**src/rtl/kbd_taps_pkg.sv**
```systemverilog
// shared types and constants for the keyboard report and scroll tap block
`default_nettype none

package kbd_taps_pkg;

  localparam int KEYS_PER_REPORT = 6;
  localparam int TAP_LIMIT       = 8;

  localparam int MAX_SLOTS  = 6;
  localparam int SLOTS      = (KEYS_PER_REPORT < MAX_SLOTS) ? KEYS_PER_REPORT : MAX_SLOTS;
  localparam int CODE_W     = 8;
  localparam int KEYS_W     = MAX_SLOTS * CODE_W;
  localparam int COUNT_W    = 3;
  localparam int TAP_W      = 5;

  localparam logic [7:0] OPT_MOD_BIT = 8'h08;
  localparam logic [7:0] KEY_PAGE_UP   = 8'h4B;
  localparam logic [7:0] KEY_PAGE_DOWN = 8'h4E;

  typedef struct packed {
    logic                   tick;
    logic signed [7:0]      scroll_delta;
    logic                   link_up;
    logic                   fn_held;
    logic                   opt_held;
    logic [7:0]             modifier_bits;
    logic [COUNT_W-1:0]     key_count;
    logic [KEYS_W-1:0]      key_codes;
  } scan_t;

  typedef struct packed {
    logic [7:0]        report_modifiers;
    logic [KEYS_W-1:0] report_keys;
  } report_t;

  // tap key that is held after the current scan
  typedef struct packed {
    logic              active;
    logic [CODE_W-1:0] code;
  } tap_t;

endpackage

`default_nettype wire

```
**src/rtl/kbd_taps_tap.sv**
```systemverilog
// scroll accumulator and page tap sequencer
`default_nettype none

module kbd_taps_tap (
  input  wire logic                clk,
  input  wire logic                rst_n,
  input  wire logic                step,
  input  wire kbd_taps_pkg::scan_t scan,
  output kbd_taps_pkg::tap_t       tap
);
  import kbd_taps_pkg::*;

  localparam logic signed [8:0] LIM_POS = 9'(TAP_LIMIT);
  localparam logic signed [8:0] LIM_NEG = -9'(TAP_LIMIT);

  logic signed [TAP_W-1:0] pending_r, pending_nxt;
  logic                    active_r,  active_nxt;
  logic [CODE_W-1:0]       code_r,    code_nxt;
  logic signed [8:0]       sum;
  logic signed [TAP_W-1:0] sat;

  always_comb begin
    sum = 9'(pending_r) + 9'(scan.scroll_delta);
    if (sum > LIM_POS) begin
      sat = TAP_W'(LIM_POS);
    end else if (sum < LIM_NEG) begin
      sat = TAP_W'(LIM_NEG);
    end else begin
      sat = TAP_W'(sum);
    end

    pending_nxt = sat;
    active_nxt  = active_r;
    code_nxt    = code_r;
    // link down drops pending taps and the held tap before the tick is looked at
    if (!scan.link_up) begin
      pending_nxt = '0;
      active_nxt  = 1'b0;
    end
    if (scan.tick) begin
      if (active_nxt) begin
        active_nxt = 1'b0;
      end else if (pending_nxt != '0) begin
        active_nxt = 1'b1;
        if (pending_nxt > 0) begin
          code_nxt    = KEY_PAGE_DOWN;
          pending_nxt = pending_nxt - TAP_W'(1);
        end else begin
          code_nxt    = KEY_PAGE_UP;
          pending_nxt = pending_nxt + TAP_W'(1);
        end
      end
    end
  end

  assign tap.active = active_nxt;
  assign tap.code   = code_nxt;

  always_ff @(posedge clk) begin
    if (!rst_n) begin
      pending_r <= '0;
      active_r  <= 1'b0;
      code_r    <= '0;
    end else if (step) begin
      pending_r <= pending_nxt;
      active_r  <= active_nxt;
      code_r    <= code_nxt;
    end
  end

endmodule

`default_nettype wire

```
**src/rtl/kbd_taps_keys.sv**
```systemverilog
// fn remap and key slot builder
`default_nettype none

module kbd_taps_keys (
  input  wire kbd_taps_pkg::scan_t   scan,
  input  wire kbd_taps_pkg::tap_t    tap,
  output kbd_taps_pkg::report_t      report
);
  import kbd_taps_pkg::*;

  function automatic logic [CODE_W-1:0] remap_fn(input logic [CODE_W-1:0] k);
    logic [CODE_W-1:0] r;
    r = k;
    if (k >= 8'h1E && k <= 8'h27) begin
      r = 8'h3A + (k - 8'h1E);
    end else begin
      case (k)
        8'h2D:   r = 8'h44;  // minus to f11
        8'h2E:   r = 8'h45;  // equal to f12
        8'h33:   r = 8'h52;  // up
        8'h37:   r = 8'h51;  // down
        8'h36:   r = 8'h50;  // left
        8'h38:   r = 8'h4F;  // right
        default: r = k;
      endcase
    end
    return r;
  endfunction

  logic [COUNT_W-1:0] count;
  logic [CODE_W-1:0]  k;
  logic [KEYS_W-1:0]  keys;

  always_comb begin
    count = (32'(scan.key_count) > SLOTS) ? COUNT_W'(SLOTS) : scan.key_count;
    keys  = '0;
    for (int n = 0; n < MAX_SLOTS; n++) begin
      k = scan.key_codes[n*CODE_W +: CODE_W];
      if (scan.fn_held) begin
        k = remap_fn(k);
      end
      if (n < SLOTS) begin
        if (COUNT_W'(n) < count) begin
          keys[n*CODE_W +: CODE_W] = k;
        end else if (COUNT_W'(n) == count && tap.active) begin
          keys[n*CODE_W +: CODE_W] = tap.code;
        end
      end
    end
    report.report_keys      = keys;
    report.report_modifiers = scan.modifier_bits | (scan.opt_held ? OPT_MOD_BIT : 8'h00);
  end

endmodule

`default_nettype wire

```
**src/rtl/keyboard_report_scroll_taps_top.sv**
```systemverilog
// top level: scan register, report build, change filter and report register
//
//  channel | direction | payload              | handshake
//  in_     | in        | scan_t (one scan)    | in_valid / in_stall
//  out_    | out       | report_t (6-key)     | out_valid / out_stall
//
// one scan request is taken every cycle while the report side keeps up
// a taken scan sits in the scan register; its report, if any, is loaded
// into the report register once it can take a result, raising out_valid
// scans that leave modifiers and keys unchanged produce no report
// a held report freezes a waiting scan and raises in_stall; an empty scan
// register still takes a new scan
// synchronous active-low reset clears tap state, last report and valids
`default_nettype none

module keyboard_report_scroll_taps_top (
  input  wire logic                  clk,
  input  wire logic                  rst_n,
  input  wire logic                  in_valid,
  output      logic                  in_stall,
  input  wire kbd_taps_pkg::scan_t   in_data,
  output      logic                  out_valid,
  input  wire logic                  out_stall,
  output kbd_taps_pkg::report_t      out_data
);
  import kbd_taps_pkg::*;

  logic    scan_vld_r;
  scan_t   scan_r;
  logic    out_vld_r;
  report_t out_r;
  logic [7:0]        prev_mods_r;
  logic [KEYS_W-1:0] prev_keys_r;

  tap_t    tap;
  report_t report;
  logic    advance;
  logic    changed;
  logic    emit;

  // scan in the register moves on once the report register can take a result
  assign advance  = scan_vld_r && (!out_vld_r || !out_stall);
  assign in_stall = scan_vld_r && !advance;

  kbd_taps_tap u_tap (
    .clk   (clk),
    .rst_n (rst_n),
    .step  (advance),
    .scan  (scan_r),
    .tap   (tap)
  );

  kbd_taps_keys u_keys (
    .scan   (scan_r),
    .tap    (tap),
    .report (report)
  );

  // only changed reports go out
  assign changed = (report.report_modifiers != prev_mods_r) ||
                   (report.report_keys != prev_keys_r);
  assign emit    = advance && changed;

  always_ff @(posedge clk) begin
    if (!rst_n) begin
      scan_vld_r  <= 1'b0;
      out_vld_r   <= 1'b0;
      prev_mods_r <= '0;
      prev_keys_r <= '0;
    end else begin
      if (!in_stall) begin
        scan_vld_r <= in_valid;
      end
      if (emit) begin
        out_vld_r   <= 1'b1;
        prev_mods_r <= report.report_modifiers;
        prev_keys_r <= report.report_keys;
      end else if (!out_stall) begin
        out_vld_r <= 1'b0;
      end
    end
  end

  // payload registers
  always_ff @(posedge clk) begin
    if (in_valid && !in_stall) begin
      scan_r <= in_data;
    end
    if (emit) begin
      out_r <= report;
    end
  end

  assign out_valid = out_vld_r;
  assign out_data  = out_r;

endmodule

`default_nettype wire

```
**config.mk**
```make
export PLATFORM = sky130hd
export DESIGN_NAME = keyboard_report_scroll_taps_top
export DESIGN_NICKNAME = d
export VERILOG_FILES = /design/src/rtl/kbd_taps_pkg.sv /design/src/rtl/kbd_taps_tap.sv /design/src/rtl/kbd_taps_keys.sv /design/src/rtl/keyboard_report_scroll_taps_top.sv
export SDC_FILE = /design/constraint.sdc
export NUM_CORES = 1
export LEC_CHECK = 0
export ABC_AREA = 1
export BUFFER_PORTS_ARGS = -buffer_cell sky130_fd_sc_hd__buf_2
export CORE_ASPECT_RATIO = 1.25
export CORE_MARGIN = 2
export CORE_UTILIZATION = 44
export DETAILED_ROUTE_END_ITERATION = 10
export SETUP_SLACK_MARGIN = 0.15
export SLEW_MARGIN = 30
export SYNTH_ARGS = -nofsm -noshare
export SYNTH_HDL_FRONTEND = slang
export SYNTH_HIERARCHICAL = 1
export SYNTH_SLANG_ARGS = --single-unit
```
**constraint.sdc**
```tcl
create_clock -name clk -period 7.6 [get_ports clk]
set_clock_uncertainty 0.2 [all_clocks]
set_input_delay 0.38 -clock clk [delete_from_list [all_inputs] [get_ports clk]]
set_output_delay 0.38 -clock clk [all_outputs]
set_load 0.02 [all_outputs]
```
=== Yosys cells after proc, flatten, opt, wreduce, memory -nomap -nowiden ===
Index checks and enable logic that the tools add are counted.

* Output and inout bits: 58
* Register bits: 199

* Multiplexer cells: 49
* Reduce and logical (&&, ||, !) cells: 24
* Equal/unequal tests: 44
* Bitwise gates (word level): 1
* Add/sub/neg operators: 15
* Magnitude comparators: 22

{| class="wikitable"
|+ Operators with widths
! cell !! count
|-
| $eq 8x6->1 const B || 36
|-
| $pmux 8 s6 || 6
|-
| $mux 8 || 27
|-
| $add 6x8->8 const A || 6
|-
| $ge 8x5->1 const B || 6
|-
| $le 8x6->1 const B || 6
|-
| $ne 48x48->1 || 1
|-
| $sub 8x5->8 const B || 6
|-
| $mux 5 || 7
|-
| $logic_and 1x1->1 || 16
|-
| $add 5x8->9 || 1
|-
| $gt 9x5->1 const B || 1
|-
| $lt 9x4->1 const B || 1
|-
| $ne 8x8->1 || 1
|-
| $or 8x8->8 || 1
|-
| $eq 2x3->1 const A || 2
|-
| $eq 3x3->1 const A || 2
|-
| $lt 1x3->1 const A || 2
|-
| $lt 2x3->1 const A || 2
|-
| $lt 3x3->1 const A || 2
|-
| $mux 1 || 6
|-
| $mux 3 || 2
|-
| $add 5x2->5 const B || 1
|-
| $gt 5x1->1 const B || 1
|-
| other kinds (9) || 13
|}

=== Longest topological paths before layout ===
* Depth in word-level cells: 16
* Depth in mapped cells: 36

=== By module ===
The synthesis kept the hierarchy.

{| class="wikitable"
|+ Modules (own cells, without submodules)
! module !! area an instance (um2) !! seq. area each (um2) !! instances !! cells each
|-
| keyboard_report_scroll_taps_top || 7,367.1 || 4,974.8 || 1 || 750
|-
| kbd_taps_keys || 3,512.1 || 0.0 || 1 || 688
|-
| kbd_taps_tap || 1,441.4 || 280.3 || 1 || 222
|}

=== Least setup slack after synthesis ===
Ideal clock, no wire load.

* Path kind: reg2reg
* Start point: reg scan_r[62] (netlist name)
* End point: reg out_r, in the netlist out_data[0], enable pin
* Data required time: 6.990 ns
* Path slack: 2.136 ns
* Data arrival time: 4.854 ns
* Period minus slack after synthesis: 5.464 ns
* Cell stages (with the launch flop): 33
* Buffers on the path: 2
* Cell sequence: edfxtp_1 > ha_1 > fa_1 > nand2_1 > nand2_1 > nand3_1 > nand2_1 > nand2_1 > nand2_1 > nor2_2 > nand2_1 > nand2_2 > nand2_1 > nor2_4 > nor2_4 > nand2_4 > nand3_4 > o21ai_2 > buf_4 > inv_1 > nor3_2 > nand2_1 > nand2_1 > xor2_1 > nor2_1 > nand2_1 > nor2_1 > nand2_1 > nor2_1 > nand2_2 > clkbuf_1 > nand2_1 > inv_1

{| class="wikitable"
|+ RTL lines
! element !! RTL line !! text
|-
| start: declaration || keyboard_report_scroll_taps_top.sv:29 || <nowiki>scan_t scan_r;</nowiki>
|-
| start signal: assignment || keyboard_report_scroll_taps_top.sv:87 || <nowiki>scan_r <= in_data;</nowiki>
|-
| end signal: assignment || keyboard_report_scroll_taps_top.sv:90 || <nowiki>out_r <= report;</nowiki>
|-
| end: declaration || keyboard_report_scroll_taps_top.sv:31 || <nowiki>report_t out_r;</nowiki>
|}

==> summary.md <==
| Metric | Value |
|---|---|
| Post-synthesis sequential area ratio | `42.7%` |
| Status | `complete, no violations` |
| Via/cell ratio | `4.96` |
| Grt ovf | `0` |
| Resize count post-CTS | `0` |
| Tightest Pin Transition | `0.899 ns` |
| Num CTS Buffers | `17` |
| Critical path endpoint category | `flip-flop` |
| Buffer and inverter count on the worst path | `4` |
| Post-DP HPWL | `about 23000 µm` |
| Routed len/inst | `14.5 µm` |
| Slowest stage delay, CP | `0.57 ns` |
| Syn_nets | `1777` |
| Fillers | `2664` |
| Power Total | `2.69 mW` |
| Worst-path clk slew | `0.08 ns` |
| Final setup slack of the worst path | `2.07 ns` |
| CP max FO | `32` |
| Placed cells | `2097` |
| Syn_area_per_cell | `7.42 µm²` |
| Syn Inst Count | `1660` |
| Min Hold Slack | `between 0.03 and 0.04 ns` |
| CTS max path bufs | `2` |
| All-Layer GR Usage | `21.8%` |
| ANT nets after route | `0` |
| RSZ-0062 raised after global routing | `false` |
| Sinks on Clock Net | `199` |
| Synth Warn # | `6` |
| Max-capacitance violation count | `0` |
| Critical path launch point type | `flip-flop` |
| Vias in the first global route | `~10000` |
| Critical path arrival | `5.45 ns` |
| Peak Freq | `between 150 and 200 MHz` |
| Vias | `10900` |
| Clk root buf | `clkbuf_16` |
| Dominant cells by area after synthesis | `edfxtp_1, nand2_1, dfxtp_1, inv_1, nand3_1` |
| Core box area | `27600 µm²` |
| Worst min-delay path class | `in2reg` |
| Clock latency on the worst-skew pair | `0.45 ns` |
| Kind of critical path | `reg2reg` |
| Commonest non-fill, non-tap cells in the layout | `nand2_1, inv_1, nor2_1` |
| Total Wirelength | `31900 µm` |
| Cell leakage power | `just under 7 nW` |
| Final Hold Fails | `0` |
| Flops & latches, synth | `199` |
| Worst slew margin | `between 40% and 50%` |
| Global-route wire length before repair | `between 50000 and 60000 µm` |
| Post-route DRC | `0` |
| Top Family by Delay on Critical Path | `simple AND/OR/NAND/NOR gates` |
| P per Cell Area | `186 nW/µm²` |
| Finished Layout Cells | `2201` |
| Synth area leader | `edfxtp_1` |
| Antenna violations before repair | `0` |
| CP max stage cell | `inv_2` |
| Number of distinct library cells after synthesis | `48` |
| Most common cell after layout, fill and taps aside | `nand2_1` |
| H-tree levels | `4` |
| Area of the mapped netlist | `~12000 µm²` |
| Tcrit/Tclk final | `72.8%` |
| Die area | `29400 µm²` |
| Chip height | `approximately 190 µm` |
| Antenna cells | `0` |
| Iteration-0 DRC Markers | `660` |
| CTS tree | `yes` |
| Pins Over Slew Limit | `0` |
| Crit path top cell by count | `nand2_1` |
| Fraction of layout cells with a size suffix above 1 | `16.3%` |
| Die Span X | `154 µm` |
| Synth top area share | `a little under a third` |
| TNS Setup | `0 ns` |
| Worst IR drop on VDD | `between 0.1 and 0.15 mV` |
| Pre-CTS setup slack | `2.03 ns` |
| Row cnt | `68` |
| Synth-to-Final Area Change | `17.5%` |
| IO Pins | `133` |
| Final critical-path required period | `5.53 ns` |
| Gp weighted congestion | `0.917` |
| Initial Utilization | `between 40 and 50%` |
| Nets | `1955` |
| DRT Pass-1 Iters | `5` |
| Final Setup Violations | `0` |
| Largest net degree at the start of global routing | `~110` |
| Buffers on Ports | `132` |
| WP data required | `about 7.5 ns` |
-- layer usage --
layer  global-route usage [%]  routed length, µm  up-vias
li1                         -                  -     5613
met3                     2.97               1280       48
met1                     24.8              13000     4989
met5                        0                  0        -
met2                     41.2              16700      258
met4                     8.33                917        0
-- final timing paths --
| kind | cells past startpoint | slack, ns | to | start |
|---|---|---|---|---|
| hold / removal | 3 | 0.03 | scan_vld_r | in_valid |
| setup / recovery | 32 | 2.07 | out_data[8] | scan_r[62] |
| hold reg to reg | 2 | 0.27 | u_tap/code_r[1] | u_tap/code_r[1] |
| setup reg to reg | 32 | 2.07 | out_data[8] | scan_r[62] |
-- area by class of cell --
class                   instances  area, µm²  area share [%]
clock buffers                  19        433            2.99
well taps                     350        438            3.02
flip-flops and latches        199       5260            36.3
clock inverters                13        136           0.942
inverters                     241        906            6.26
multi-input cells            1169       5870            40.5
repair buffers                210       1450            10.0
-- flip-flops by register name, indices dropped and copies added, names as in the netlist --
register and flops:
u_tap/active_r 1, scan_vld_r 1, out_data 56, out_valid 1
prev_keys_r 48, scan_r 71, u_tap/pending_r 5, u_tap/code_r 8
prev_mods_r 8
-- cells in the mapped netlist, drive strengths merged --
cell	instances
nand2	565
inv	238
nor2	186
nand3	154
edfxtp	127
a21oi	98
dfxtp	72
o21ai	53
ha	40
buf	34
clkbuf	17
nand4	17
xnor2	11
xor2	10
and2	7
nor3	7
o211ai	6
or2	5
clkinv	3
o31ai	3
fa	2
a22oi	1
nand3b	1
nor3b	1
o21bai	1
o22ai	1
-- worst min-delay path, cell delays in order --
cell	delay (ns)
buf_2	0.10
nand2_1	0.09
a21oi_1	0.06
-- cells by family after synthesis --
| logic type | share of synthesized area [%] |
|---|---|
| simple gates | 34.2 |
| buf+inv | 9.87 |
| flops | 42.7 |
| compound gates | 7.35 |
| fa+ha+maj | 4.39 |
| xor+xnor | 1.49 |
-- metrics by stage --
stage	util (%)	instance area (µm²)
2_1_floorplan	-	12300
3_5_place_dp	47.8	13200
4_1_cts	52.4	14500
5_1_grt	52.5	14500
3_3_place_gp	47.8	13200
6_report	52.5	14500
-- report_power, final --
group          switching [mW]  internal [mW]
clock network           0.435          0.465
logic                   0.324          0.188
registers              0.0549           1.22
-- timing repair --
item / in CTS / in global routing
endpoints found under the hold margin: 71 / 0
setup buffers: 0 / 0
setup endpoints to repair: 0 / 0
hold buffers: 71 / 0
Note: power is estimated with default switching activity, not from simulation.
